## config.mk

```make
export PLATFORM = sky130hd
export DESIGN_NAME = ugs_decoder
export DESIGN_NICKNAME = d
export VERILOG_FILES = /design/src/ugs_pkg.sv /design/src/ugs_decoder.sv
export SDC_FILE = /design/constraint.sdc
export NUM_CORES = 1
export LEC_CHECK = 0
export ABC_AREA = 0
export BUFFER_PORTS_ARGS = -buffer_cell sky130_fd_sc_hd__buf_2
export CORE_UTILIZATION = 41
export DETAILED_ROUTE_END_ITERATION = 7
export SLEW_MARGIN = 20
export SYNTH_ARGS = -nofsm -noshare
export SYNTH_HDL_FRONTEND = slang
export SYNTH_SLANG_ARGS = --single-unit
```

## constraint.sdc

```tcl
create_clock -name i_clk -period 3.2 [get_ports i_clk]
set_input_delay 0.32 -clock i_clk [delete_from_list [all_inputs] [get_ports i_clk]]
set_output_delay 0.32 -clock i_clk [all_outputs]
set_load 0.05 [all_outputs]
```

## src/ugs_pkg.sv

```systemverilog
package ugs_pkg;

    // Glyph width kept after decoding, and the width of one histogram counter.
    localparam int GLYPH_BITS    = 16;
    localparam int COUNT_BITS    = 24;
    localparam int STORE_DEPTH   = 1 << GLYPH_BITS;

    // Fixed widths of the register and the result fields.
    localparam int THRESH_BITS   = 16;
    localparam int STRING_BITS   = 16;
    localparam int DISTINCT_BITS = 17;
    localparam int LARGEST_BITS  = 16;
    localparam int TOTAL_BITS    = 32;
    localparam int LEN_BITS      = 3;

    localparam logic [THRESH_BITS-1:0] THRESH_RESET  = THRESH_BITS'(126);
    localparam logic [LEN_BITS-1:0]    LONGEST_RESET = LEN_BITS'(1);
    localparam logic [LEN_BITS-1:0]    LEN_SINGLE    = LEN_BITS'(1);

    // Glyph that has finished decoding and must be counted in the histogram.
    typedef struct packed {
        logic                  valid;
        logic [GLYPH_BITS-1:0] glyph;
    } t_hist_req;

    // Statistics captured by the decoder when a string terminator arrives.
    typedef struct packed {
        logic                    valid;
        logic [STRING_BITS-1:0]  string_glyphs;
        logic [LARGEST_BITS-1:0] largest_glyph;
        logic [TOTAL_BITS-1:0]   total_glyphs;
        logic [LEN_BITS-1:0]     longest_sequence;
        logic                    ended_early;
    } t_snap;

    // One complete result transaction.
    typedef struct packed {
        logic [STRING_BITS-1:0]   string_glyphs;
        logic [DISTINCT_BITS-1:0] distinct_glyphs;
        logic [LARGEST_BITS-1:0]  largest_glyph;
        logic [TOTAL_BITS-1:0]    total_glyphs;
        logic [LEN_BITS-1:0]      longest_sequence;
        logic                     ended_early;
    } t_result;

    typedef struct packed {
        logic [LEN_BITS-1:0]   len;
        logic [GLYPH_BITS-1:0] acc;
    } t_lead;

    // Classify a lead byte: sequence length and its payload bits.
    // Bytes 0x80 to 0xBF are stray continuation bytes and give the zero glyph.
    function automatic t_lead lead_decode(input logic [7:0] b);
        t_lead r;
        if ((b & 8'hFC) == 8'hFC) begin
            r.len = LEN_BITS'(6);
            r.acc = GLYPH_BITS'(b & 8'h01);
        end else if ((b & 8'hF8) == 8'hF8) begin
            r.len = LEN_BITS'(5);
            r.acc = GLYPH_BITS'(b & 8'h03);
        end else if ((b & 8'hF0) == 8'hF0) begin
            r.len = LEN_BITS'(4);
            r.acc = GLYPH_BITS'(b & 8'h07);
        end else if ((b & 8'hE0) == 8'hE0) begin
            r.len = LEN_BITS'(3);
            r.acc = GLYPH_BITS'(b & 8'h0F);
        end else if ((b & 8'hC0) == 8'hC0) begin
            r.len = LEN_BITS'(2);
            r.acc = GLYPH_BITS'(b & 8'h1F);
        end else begin
            r.len = LEN_SINGLE;
            r.acc = b[7] ? '0 : GLYPH_BITS'(b);
        end
        return r;
    endfunction

endpackage

```

## src/ugs_decoder.sv

```systemverilog
module ugs_decoder (
    input  logic                                i_clk,
    input  logic                                i_rst_n,
    input  logic                                i_cfg_we,
    input  logic [ugs_pkg::THRESH_BITS-1:0]     i_cfg_wdata,
    input  logic                                i_accept,
    input  logic [7:0]                          i_text_byte,
    output ugs_pkg::t_hist_req                  o_hist_req,
    output ugs_pkg::t_snap                      o_snap
);

    logic [ugs_pkg::THRESH_BITS-1:0]  r_threshold;
    logic [ugs_pkg::LEN_BITS-1:0]     r_rem, n_rem;
    logic [ugs_pkg::GLYPH_BITS-1:0]   r_acc, n_acc;
    logic [ugs_pkg::STRING_BITS-1:0]  r_string, n_string;
    logic [ugs_pkg::GLYPH_BITS-1:0]   r_largest, n_largest;
    logic [ugs_pkg::TOTAL_BITS-1:0]   r_total, n_total;
    logic [ugs_pkg::LEN_BITS-1:0]     r_longest, n_longest;
    logic                             r_skip, n_skip;

    logic                             finish;
    logic [ugs_pkg::GLYPH_BITS-1:0]   fin_glyph;
    logic [ugs_pkg::GLYPH_BITS-1:0]   acc_shift;
    ugs_pkg::t_lead                   lead;

    always_comb begin
        n_rem     = r_rem;
        n_acc     = r_acc;
        n_string  = r_string;
        n_largest = r_largest;
        n_total   = r_total;
        n_longest = r_longest;
        n_skip    = r_skip;
        finish    = 1'b0;
        fin_glyph = '0;
        acc_shift = ugs_pkg::GLYPH_BITS'({r_acc, i_text_byte[5:0]});
        lead      = ugs_pkg::lead_decode(i_text_byte);

        o_hist_req = '0;

        o_snap.valid            = 1'b0;
        o_snap.string_glyphs    = r_string;
        o_snap.largest_glyph    = ugs_pkg::LARGEST_BITS'(r_largest);
        o_snap.total_glyphs     = r_total;
        o_snap.longest_sequence = r_longest;
        o_snap.ended_early      = r_skip || (r_rem != '0);

        if (i_accept) begin
            if (i_text_byte == 8'h00) begin
                o_snap.valid = 1'b1;
                n_string     = '0;
                n_skip       = 1'b0;
                n_rem        = '0;
                n_acc        = '0;
            end else if (!r_skip) begin
                if (r_rem != '0) begin
                    n_rem = r_rem - 1'b1;
                    if (r_rem == ugs_pkg::LEN_SINGLE) begin
                        finish    = 1'b1;
                        fin_glyph = acc_shift;
                        n_acc     = '0;
                    end else begin
                        n_acc = acc_shift;
                    end
                end else begin
                    if (lead.len > r_longest) begin
                        n_longest = lead.len;
                    end
                    if (lead.len == ugs_pkg::LEN_SINGLE) begin
                        finish    = 1'b1;
                        fin_glyph = lead.acc;
                        n_acc     = '0;
                    end else begin
                        n_rem = lead.len - 1'b1;
                        n_acc = lead.acc;
                    end
                end
            end
        end

        // A zero glyph ends the string early; the rest is skipped.
        if (finish) begin
            if (fin_glyph == '0) begin
                n_skip = 1'b1;
            end else begin
                o_hist_req.valid = ugs_pkg::THRESH_BITS'(fin_glyph) > r_threshold;
                o_hist_req.glyph = fin_glyph;
                if (fin_glyph > r_largest) begin
                    n_largest = fin_glyph;
                end
                if (r_total != '1) begin
                    n_total = r_total + 1'b1;
                end
                if (r_string != '1) begin
                    n_string = r_string + 1'b1;
                end
            end
        end
    end

    always_ff @(posedge i_clk) begin
        if (!i_rst_n) begin
            r_threshold <= ugs_pkg::THRESH_RESET;
            r_rem       <= '0;
            r_acc       <= '0;
            r_string    <= '0;
            r_largest   <= '0;
            r_total     <= '0;
            r_longest   <= ugs_pkg::LONGEST_RESET;
            r_skip      <= 1'b0;
        end else begin
            if (i_cfg_we) begin
                r_threshold <= i_cfg_wdata;
            end
            r_rem     <= n_rem;
            r_acc     <= n_acc;
            r_string  <= n_string;
            r_largest <= n_largest;
            r_total   <= n_total;
            r_longest <= n_longest;
            r_skip    <= n_skip;
        end
    end

    // A sequence never has more than five continuation bytes outstanding.
    a_rem_range: assert property (@(posedge i_clk) disable iff (!i_rst_n)
        r_rem <= ugs_pkg::LEN_BITS'(5))
        else $error("continuation count out of range");

    // Skipping only starts through a zero glyph, which never reaches the histogram.
    a_skip_no_req: assert property (@(posedge i_clk) disable iff (!i_rst_n)
        (n_skip && !r_skip) |-> !o_hist_req.valid)
        else $error("histogram request issued for a zero glyph");

    // While skipping, a non-zero byte changes nothing.
    a_skip_hold: assert property (@(posedge i_clk) disable iff (!i_rst_n)
        (r_skip && i_accept && i_text_byte != 8'h00) |=> (r_skip && $stable(r_total)))
        else $error("decoder state moved while skipping");

endmodule

```

# --- Yosys cells after proc, flatten, opt, wreduce, memory -nomap -nowiden ---
# Index checks and enable logic that the tools add are counted.
word_totals:
  inputBits: 28
  reg_bits: 97
op_classes:
  reduce_logical: 9
  magnitude_cmp: 3
  add_sub_neg: 4
  n_eq_ne: 11
  n_bitwise: 4
  mux: 40
ops:
  columns: ["operator", "n"]
  rows:
  - ["two-way mux 16 bit", 11]
  - ["two-way mux 19 bit", 4]
  - ["two-way mux 10 bit", 5]
  - ["two-way mux 17 bit", 2]
  - ["adder 32 x 1 -> 32 bit, second input constant", 1]
  - ["> comparator 16 bit", 2]
  - ["!= test 32 bit, second input constant", 1]
  - ["two-way mux 18 bit", 1]
  - ["adder 16 x 1 -> 16 bit, second input constant", 1]
  - ["logical NOT 16 bit", 1]
  - ["!= test 16 bit, second input constant", 1]
  - ["two-way mux 1 bit", 12]
  - ["two-way mux 3 bit", 4]
  - ["AND reduction 3 bit", 3]
  - ["logical NOT 8 bit", 1]
  - ["two-way mux 7 bit", 1]
  - ["equality test 3 x 1 -> 1 bit, second input constant", 2]
  - ["equality test 6 bit, second input constant", 1]
  - ["subtractor 3 x 1 -> 3 bit, second input constant", 2]
  - ["equality test 5 bit, second input constant", 1]
  - ["AND reduction 5 bit", 1]
  - ["equality test 4 bit, second input constant", 1]
  - ["NOT 1 bit", 4]
  - ["equality test 3 bit, second input constant", 1]
  - ["7 further kinds", 7]

# --- Depth between registers and ports, before layout ---
# Gate-level depths: netlist of the first run.
logic_depth:
  depth_word: 15
  ltp_mapped: 19
  depth_no_buf: 18

# --- Least setup slack after synthesis of the first run ---
# Ideal clock, no wire load.
synth_path:
  kind: "reg-to-output"
  from: "reg r_rem[0] (netlist name)"
  to: "out o_hist_req[16] (netlist name)"
  stages_incl_launch_ff: 18
  setup_slack_ns: -2.443
  arrival_ns: 5.323
  cell_sequence: "dfxtp_1 > inv_1 > ha_1 > nor2b_1 > clkbuf_1 > a31o_2 > nand2_1 > nor2_1 > and2_1 > inv_1 > ha_1 > nor2b_1 > o21ai_0 > nand2b_1 > a2111oi_0 > nor4_1 > nor3_1 > a2111oi_0"
synth_rtl:
  columns: ["element", "line", "source"]
  rows:
  - ["from (decl)", "ugs_decoder.sv:13", "logic [ugs_pkg::LEN_BITS-1:0] r_rem, n_rem;"]
  - ["from (signal assigned)", "ugs_decoder.sv:115", "r_rem <= n_rem;"]
  - ["to (decl)", "ugs_decoder.sv:8", "output ugs_pkg::t_hist_req o_hist_req,"]

==> impl_metrics.tcl, run 1 <==
set metrics [dict create \
    synth_area_leader_cell "dfxtp_1" \
    cts_sinks 97 \
    synthArstFlopShare_pct 0 \
    status "complete, but fails checks" \
    crit_family "simple AND/OR/NAND/NOR gates" \
    dr.pass1.iters 4 \
    ys_seq_elements 97 \
    worstPathMaxFanout 3 \
    grt_max_degree 42 \
    layout_min_cycle_time_ns 3.48 \
    wl_um 16600 \
    dpl.hpwl_um 12200 \
    final_cell_mix "buf_2 (111), dfxtp_1 (95), nor2_1 (78)" \
    crit_path_end_kind "primary output" \
    synth_area_leaders "dfxtp_1 (34%), ha_1 (9.3%), nor2_1 (5.4%)" \
    max_cap_viol_count 0 \
    dp_slack_ns -0.487 \
    hold_viol 0 \
    critPathSlowestCell "dfxtp_4" \
    synthesis.nets 759 \
    synth_area_sq_mm 0.00568 \
    hold_path_class "input port to flop" \
    ir_drop_uv 312 \
    remaining_drc_errors 0 \
    fp.dieW_um 120 \
    fin_cells 1048 \
    coreArea_sq_mm 0.0134 \
    synth_top_area_share_pct 34.2 \
    nets 937 \
    cpPeakStageDelay_ns 0.38 \
    wl_per_cell_um 15.8 \
    p_per_area_mw_per_mm2 448 \
    crit_buf_inv 2 \
    groute.usage.overall_pct 23.0 \
    period_share_pct 109 \
    max_freq_ghz 0.287 \
    ys_seq_area_share_pct 34.2 \
    dr.first_iter.drc_count 356 \
    clk_pin_slew_ns 0.07 \
    antenna_found_initial 0 \
    clockRootBuffer "clkbuf_16" \
    tightest_slew_ns 0.734 \
    violations "setup timing" \
    grt_pass1_vias 5345 \
    cts_tree "yes" \
    setup_slack_ns -0.284 \
    critPathLaunch "r_rem[0]" \
    clock_skew_ns 0.0109 \
    reg2reg_from "r_rem[0]" \
    layout_commonest_cell "buf_2" \
    ys_warn_count 0 \
    nFillCells 1262 \
    die_area_sq_mm 0.0143 \
    dp.cells 1020 \
    max-clock-path-buffers 2 \
    rows 42 \
    worstPathRequired_ns 2.88 \
    diodes 0 \
    hold_buffers 0 \
    ys.flop_type "dfxtp_1" \
    die_h_um 120 \
    synth_area_per_cell_sq_um 8.24 \
    globalplace.congestion 0.906 \
    grt_overflow_total 0 \
    num_vias 5663 \
    drv_slew 0 \
    setup_viol 1 \
    cts_buffers 9 \
    relSlewSlack_pct 51.1 \
    clk_latency_ns 0.36 \
    critPathLaunchType "flop" \
    initial_core_util_pct 42.4 \
    via_per_inst 5.40 \
    grt_first_pass_wirelength_um 26200 \
    path_cells "inv_4 -> ha_4 -> nor3b_4 -> a31o_4 -> nand2_4 -> nor3_4 -> ha_1 -> nor2b_4 -> o21ai_2 -> nand2b_1 -> a2111oi_4 -> nor4_2 -> nor3_2 -> a2111oi_4 -> buf_6" \
    p_leak_nw 3.41 \
    syn_inst 689 \
    rsz0062_at_grt "true" \
    cp_data_arrival_time_ns 3.16 \
    io_pins 114 \
    netlist-cell-type-count 64 \
    min_from "i_cfg_wdata[3]" \
    crit_type "flop to primary output" \
    synth_edf_count 0 \
    drive_above_1_share_pct 33.7 \
    htreeDepth 3 \
    ant_nets 0 \
    cp_common_cell "a2111oi_4" \
    areaGrowthSynthToFinish_pct 36.8 \
    port_buffers 113 \
]
==> power by group <==
part / total, mW / leakage (nW) / switching, mW / internal (mW)
clock: 1.07 / 0.146 / 0.496 / 0.575
combinational: 1.11 / 2.48 / 0.619 / 0.488
sequential: 1.30 / 0.788 / 0.0511 / 1.25
total: 3.48 / 3.41 / 1.17 / 2.32
==> state kept, by name (all words and copies together), names as in the netlist <==
signal       flops
r_total         32
r_threshold     16
r_skip           1
r_acc           10
r_largest       16
r_longest        3
r_rem            3
r_string        16
==> metrics by stage <==
stage | cell area (sq um) | util, % | hold slack, ns | TNS [ns] | total power [mW]
after floorplan | 5820 | - | 0.450 | -0.147 | 1.95
after global placement | 7020 | 52.4 | 0.471 | -3.58 | 2.26
after detailed placement | 7020 | 52.4 | 0.484 | -5.18 | 2.28
after CTS | 7540 | 56.3 | 0.190 | -3.50 | 3.44
after global routing | 7770 | 58.0 | 0.203 | -1.46 | 3.66
final | 7770 | 58.0 | 0.192 | -0.284 | 3.48
==> cell type report <==
class / count / area, sq um / area share (%)
Tap cell: 176 / 220 / 2.83
Timing Repair Buffer: 200 / 1310 / 16.8
Inverter: 53 / 204 / 2.62
Multi-Input combinational cell: 506 / 3810 / 49.0
Clock buffer: 11 / 253 / 3.25
Sequential cell: 97 / 1950 / 25.0
Clock inverter: 5 / 36.3 / 0.467
==> layer usage <==
| metal | up-vias | track usage (%) | wire, um |
|---|---|---|---|
| li1 | 2834 | - | - |
| met2 | 104 | 37.8 | 7860 |
| met5 | - | 0 | 0 |
| met1 | 2704 | 31.1 | 7850 |
| met4 | 0 | 7.66 | 289 |
| met3 | 21 | 2.85 | 559 |
==> tightest hold or removal path: stages <==
cell      delay, ns
buf_2          0.08
nand2_1        0.05
o211ai_1       0.07
==> cell usage after synthesis, types with 3 or more instances <==
cell type,number
buf_2,3
a2111oi_0,4
nor4_1,11
nor3_1,23
nor3b_1,3
nor2_1,82
o211ai_1,12
nor4b_1,4
xor2_1,3
o31ai_1,13
o21bai_1,3
xnor2_1,21
or2_2,3
buf_1,3
or4_1,3
dfxtp_1,97
o21ai_1,5
or3_1,10
ha_1,42
and4_1,5
nand4_1,26
nor2b_1,4
nand3_1,28
a22oi_1,4
nand2b_1,7
a21o_1,8
a21oi_1,25
inv_1,53
nand2_1,46
clkbuf_1,21
o21ai_0,17
o41ai_1,3
and2_1,5
and3_1,24
a31o_2,3
buf_6,4
a211oi_1,3
mux2i_1,27
==> path summary, 6_finish.rpt <==
kind,to,slack [ns],cells past startpoint
max,o_hist_req[16],-0.28,15
min,r_threshold[3],0.19,3
max reg2reg,r_largest[8],0,20
min reg2reg,r_string[8],0.50,2
==> repair_timing <==
item	in CTS	in global routing
endpoints found under the setup margin	17	17
buffers inserted	7	7
resized for setup	33	37
pin swaps	17	27
cloned	1	0
==> logic make-up after synthesis <==
logic type | share of synthesized area, %
AND/OR/NAND/NOR | 26.3
AO/OA/AOI/OAI | 15.4
flip-flops | 34.2
buffers and inverters | 6.41
adder cells (fa/ha/maj) | 9.25
multiplexers | 4.76
XOR/XNOR | 3.70
Power figures use the tool's default switching activity.
==> run 2, diff against run 1 <==
--- a/config.mk
+++ b/config.mk
@@ -7,8 +7,11 @@
 export LEC_CHECK = 0
 export ABC_AREA = 0
 export BUFFER_PORTS_ARGS = -buffer_cell sky130_fd_sc_hd__buf_2
-export CORE_UTILIZATION = 41
+export CELL_PAD_IN_SITES_DETAIL_PLACEMENT = 0
+export CELL_PAD_IN_SITES_GLOBAL_PLACEMENT = 2
+export CORE_UTILIZATION = 29
 export DETAILED_ROUTE_END_ITERATION = 7
+export PLACE_DENSITY_LB_ADDON = 0.1
 export SLEW_MARGIN = 20
 export SYNTH_ARGS = -nofsm -noshare
 export SYNTH_HDL_FRONTEND = slang
==> impl_metrics.tcl, run 2 (synthesis results as in run 1) <==
set metrics [dict create \
    reg2regPathDepth 19 \
    initial_core_util_pct 30.0 \
    clkPwrFrac_pct 32.5 \
    critPathLaunch "r_rem[1]" \
    period_share_pct 112 \
    dp.cells 1105 \
    fp.dieW_um 142 \
    max-clock-path-buffers 2 \
    nets 939 \
    setup_slack_ns -0.384 \
    cts_tree "yes" \
    grt_overflow_total 0 \
    grt_pass1_vias 5531 \
    cts_sinks 97 \
    layout_commonest_cell "buf_2" \
    port_buffers 113 \
    crit_path_end_kind "primary output" \
    nFillCells 1970 \
    hold_path_class "input port to flop" \
    relSlewSlack_pct 43.6 \
    place_area_sq_mm 0.00713 \
    critPathLaunchType "flop" \
    antenna_found_initial 0 \
    violations "setup timing" \
    whs_ns 0.199 \
    p_per_area_mw_per_mm2 452 \
    wl_per_cell_um 15.4 \
    globalplace.congestion 0.859 \
    clk_latency_ns 0.35 \
    dpl.hpwl_um 13100 \
    max_cap_viol_count 0 \
    hold_viol 0 \
    p_switching_mw 1.17 \
    coreArea_sq_mm 0.0190 \
    rsz0062_at_grt "true" \
    final_core_util_pct 40.7 \
    die_area_sq_mm 0.0202 \
    fin_cells 1134 \
    dp_slack_ns -0.448 \
    cts_buffers 9 \
    die_h_um 142 \
    largest-register "r_total" \
    diodes 0 \
    grt_max_degree 44 \
    crit_type "flop to primary output" \
    dr.first_iter.drc_count 239 \
    drive_above_1_share_pct 31.4 \
    dr.pass1.iters 4 \
    htreeDepth 3 \
    max_freq_ghz 0.279 \
    remaining_drc_errors 0 \
    multiInputGateArea_sq_mm 0.00364 \
    num_vias 5528 \
    via_per_inst 4.87 \
    crit_end "o_hist_req[16]" \
    tightest_slew_ns 0.846 \
    fin_area_sq_mm 0.00771 \
    areaGrowthSynthToFinish_pct 35.8 \
    final_cell_mix "buf_2 (112), dfxtp_1 (95), buf_4 (83)" \
    io_pins 114 \
    clock_skew_ns 0.00813 \
    p_sw_share_pct 33.5 \
    setup_viol 17 \
    hold_buffers 0 \
    ir_drop_uv 300 \
    layout_min_cycle_time_ns 3.58 \
    rows 50 \
    wl_um 17500 \
    r2r_end "r_largest[11]" \
    reg2reg_from "r_rem[1]" \
    clockRootBuffer "clkbuf_16" \
    ant_nets 0 \
    grt_first_pass_wirelength_um 28300 \
    p_leak_nw 3.40 \
    register_area_sq_mm 0.00195 \
    drv_slew 0 \
    clk_pin_slew_ns 0.07 \
    worstPathMaxFanout 19 \
    largest_reg_flops 32 \
    p_int_mw 2.32 \
    status "complete, but fails checks" \
    worstPathRequired_ns 2.88 \
    reg2reg_setup_slack_ns -0.34 \
    seqPwrFrac_pct 37.2 \
    cp_data_arrival_time_ns 3.26 \
    groute.usage.overall_pct 17.8 \
    comb_power_share_pct 30.2 \
]
==> run 2: changes by cell type in the layout (fill, tap and decap cells not counted), moves of 2 or more <==
cell,previous run,this run
buf_6,10,4
and3_4,8,6
clkinvlp_4,0,2
nand3_1,21,27
ha_4,14,9
nand3_2,7,1
clkbuf_8,2,0
ha_1,25,32
buf_4,76,83
and3_1,17,19
ha_2,3,1
==> run 2: worst min path at each step <==
stage                     slack, ns  cells past startpoint      startpoint        endpoint
final                          0.20                      3  i_cfg_wdata[2]  r_threshold[2]
after detailed placement       0.48                      2     r_string[8]     r_string[8]
after floorplan                0.45                      2  i_cfg_wdata[1]  r_threshold[1]
after CTS                      0.18                      3  i_cfg_wdata[6]  r_threshold[6]
after global routing           0.21                      3  i_cfg_wdata[3]  r_threshold[3]
after global placement         0.47                      2        r_rem[1]        r_rem[1]
==> run 2: what timing repair did <==
item                                    CTS  global route
buffers inserted                          8             6
cloned                                    0             1
pin swaps                                 9             9
gates resized for setup                  26            10
endpoints found under the setup margin   17            17
==> run 2: final cells by class <==
cell class / instances / share of cell area, %
Inverter: 53 / 2.68
Multi-Input combinational cell: 506 / 47.2
Clock inverter: 7 / 1.02
Clock buffer: 9 / 2.92
Timing Repair Buffer: 202 / 16.8
Tap cell: 260 / 4.22
Sequential cell: 97 / 25.2
==> run 2: worst max-delay path, stage by stage (launching register included) <==
cell and delay, ns:
dfxtp_2 0.35, inv_4 0.05, ha_4 0.15, nor3b_2 0.14
buf_4 0.14, buf_4 0.12, buf_4 0.17, and3_4 0.20
ha_1 0.27, nand4_1 0.13, nor2_1 0.14, nand3_1 0.11
nor4_1 0.37, nor3_2 0.10, a2111oi_4 0.24, buf_6 0.21
==> run 2: through the flow <==
step           total power [mW]  TNS (ns)
6_report                   3.49     -4.76
5_1_grt                    3.68     -7.86
4_1_cts                    3.49     -4.52
3_5_place_dp               2.28     -5.70
3_3_place_gp               2.27     -4.47
2_1_floorplan              1.95    -0.147
==> run 2: layer usage <==
layer,vias up,share of wire [%],track usage (%)
met5,-,0,0
met4,0,1.2,5.09
met3,13,3.3,2.83
met2,94,46,29.8
met1,2575,49,23.6
li1,2846,-,-
==> run 2: power by group through the flow <==
stage / logic, mW / clock network [mW] / registers (mW)
4_1_cts: 1.01 / 1.17 / 1.30
5_1_grt: 1.16 / 1.22 / 1.31
6_report: 1.05 / 1.14 / 1.30
3_3_place_gp: 0.946 / 0 / 1.32
2_1_floorplan: 0.598 / 0 / 1.35
3_5_place_dp: 0.953 / 0 / 1.32
==> run 3, diff against run 2 <==
--- a/config.mk
+++ b/config.mk
@@ -9,6 +9,7 @@
 export BUFFER_PORTS_ARGS = -buffer_cell sky130_fd_sc_hd__buf_2
 export CELL_PAD_IN_SITES_DETAIL_PLACEMENT = 0
 export CELL_PAD_IN_SITES_GLOBAL_PLACEMENT = 2
+export CORE_ASPECT_RATIO = 0.9
 export CORE_UTILIZATION = 29
 export DETAILED_ROUTE_END_ITERATION = 7
 export PLACE_DENSITY_LB_ADDON = 0.1
==> impl_metrics.tcl, run 3 (synthesis results as in run 1) <==
set metrics [dict create \
    status "complete, but fails checks" \
    violations "setup timing" \
    grt_pass1_vias 5502 \
    grt_max_degree 77 \
    crit_buf_inv 4 \
    drive_above_1_share_pct 32.6 \
    finalPower_mw 3.50 \
    drv_slew 0 \
    cts_sinks 97 \
    layout_min_cycle_time_ns 3.36 \
    groute.usage.overall_pct 18.4 \
    cts_buffers 9 \
    largest-register "r_total" \
    cpPeakStageDelay_ns 0.38 \
    grt_use_met1_pct 25.1 \
    critPathSlowestCell "dfxtp_4" \
    port_buffers 113 \
    p_per_area_mw_per_mm2 451 \
    final_cell_mix "buf_2 (112), dfxtp_1 (95), nor2_1 (79)" \
    critPathLaunchType "flop" \
    dp_slack_ns -0.486 \
    wl_per_cell_um 15.9 \
    tightest_slew_ns 0.904 \
    setup_slack_ns -0.161 \
    ir_drop_uv 276 \
    hold_buffers 0 \
    remaining_drc_errors 0 \
    use_met2_pct 29.3 \
    setup_tns_ns -0.527 \
    path_cells "inv_4 -> ha_4 -> nor2b_2 -> a31o_4 -> nand2_4 -> buf_6 -> nor2_4 -> and2_4 -> inv_4 -> ha_2 -> nor2b_1 -> o21ai_1 -> nand2b_1 -> a2111oi_4 -> nor4_2 -> nor3_2 -> a2111oi_4 -> buf_6" \
    worstPathRequired_ns 2.88 \
    coreArea_sq_mm 0.0192 \
    crit_path_end_kind "primary output" \
    io_pins 114 \
    die_area_sq_mm 0.0202 \
    diodes 0 \
    cts_tree "yes" \
    p_leak_nw 3.37 \
    fp.dieW_um 150 \
    dpl.hpwl_um 13300 \
    max_cap_viol_count 0 \
    areaGrowthSynthToFinish_pct 36.8 \
    initial_core_util_pct 29.6 \
    clk_latency_ns 0.36 \
    grtUsageMet3_pct 4.12 \
    dr.first_iter.drc_count 235 \
    nets 934 \
    max-clock-path-buffers 2 \
    rows 48 \
    period_share_pct 105 \
    via_per_inst 4.97 \
    reg2reg_from "r_rem[0]" \
    ant_nets 0 \
    reg2reg_setup_slack_ns -0.08 \
    hold_viol 0 \
    grt_overflow_total 0 \
    r2r_end "r_largest[12]" \
    crit_type "flop to primary output" \
    clk_pin_slew_ns 0.07 \
    hold_path_class "input port to flop" \
    whs_ns 0.192 \
    nFillCells 2014 \
    clockRootBuffer "clkbuf_16" \
    num_vias 5559 \
    relSlewSlack_pct 39.8 \
    whs_endpoint "r_threshold[5]" \
    htreeDepth 3 \
    worstPathMaxFanout 3 \
    setup_viol 15 \
    dr.pass1.iters 4 \
    grt_first_pass_wirelength_um 28900 \
    min_from "i_cfg_wdata[5]" \
    antenna_found_initial 0 \
    largest_reg_flops 32 \
    layout_commonest_cell "buf_2" \
    crit_family "simple AND/OR/NAND/NOR gates" \
    die_h_um 135 \
    wl_um 17800 \
    max_freq_ghz 0.297 \
    grt_busiest_layer "met2" \
    rsz0062_at_grt "true" \
    cp_data_arrival_time_ns 3.04 \
    clock_skew_ns 0.0106 \
    globalplace.congestion 0.893 \
    min_path_cells 3 \
    reg2regPathDepth 18 \
]
## run 3: metrics by stage
step / std cells / cell area, sq um / utilization, %
2_1_floorplan: 689 / 5820 / -
3_3_place_gp: 1096 / 7120 / 37.1
3_5_place_dp: 1096 / 7120 / 37.1
4_1_cts: 1120 / 7680 / 40.1
5_1_grt: 1119 / 7770 / 40.6
6_report: 1119 / 7770 / 40.6
## run 3: report_power, final
part / internal [mW] / switching, mW
combinational: 0.467 / 0.624
sequential: 1.25 / 0.0467
clock: 0.585 / 0.526
## run 3: metal layers
| metal | vias up | routed length, um |
|---|---|---|
| li1 | 2833 | - |
| met1 | 2615 | 8770 |
| met5 | - | 0 |
| met3 | 8 | 795 |
| met2 | 103 | 8140 |
| met4 | 0 | 108 |
## run 3: timing repair
action                     4_1_cts  5_1_grt
resized for setup               38       20
setup buffers                   10        1
setup endpoints to repair       17       17
pin swaps                       14       12
gates cloned                     0        0
## run 3: worst max-delay path by stage
stage	start	cells past startpoint	end	slack [ns]
4_1_cts	r_rem[0]	15	o_hist_req[16]	-0.26
6_report	r_rem[0]	18	o_hist_req[16]	-0.16
2_1_floorplan	i_text_byte[6]	11	o_hist_req[16]	-0.12
3_3_place_gp	i_text_byte[3]	18	o_hist_req[16]	-0.37
5_1_grt	r_rem[0]	13	o_hist_req[16]	-0.41
3_5_place_dp	i_text_byte[3]	18	o_hist_req[16]	-0.49
## run 3: layout make-up
type                            instances  area, sq um  share of cell area (%)
Timing Repair Buffer                  197         1260                    16.2
Multi-Input combinational cell        506         3750                    48.2
Clock buffer                           11          253                    3.25
Inverter                               53          206                    2.66
Sequential cell                        97         1950                    25.1
Clock inverter                          5         46.3                   0.596
Tap cell                              250          313                    4.03
## run 3: worst reg2reg max path, cell delays in order (launching register included)
cell	delay (ns)
dfxtp_4	0.38
inv_4	0.04
ha_4	0.16
nor2b_2	0.16
a31o_4	0.23
nand2_4	0.08
buf_6	0.11
buf_4	0.12
nor3_4	0.04
buf_6	0.12
ha_4	0.27
nand3_2	0.06
o21bai_1	0.15
a31o_2	0.20
a21o_1	0.18
a311oi_4	0.38
buf_6	0.19
mux2i_1	0.21
nor2_1	0.06
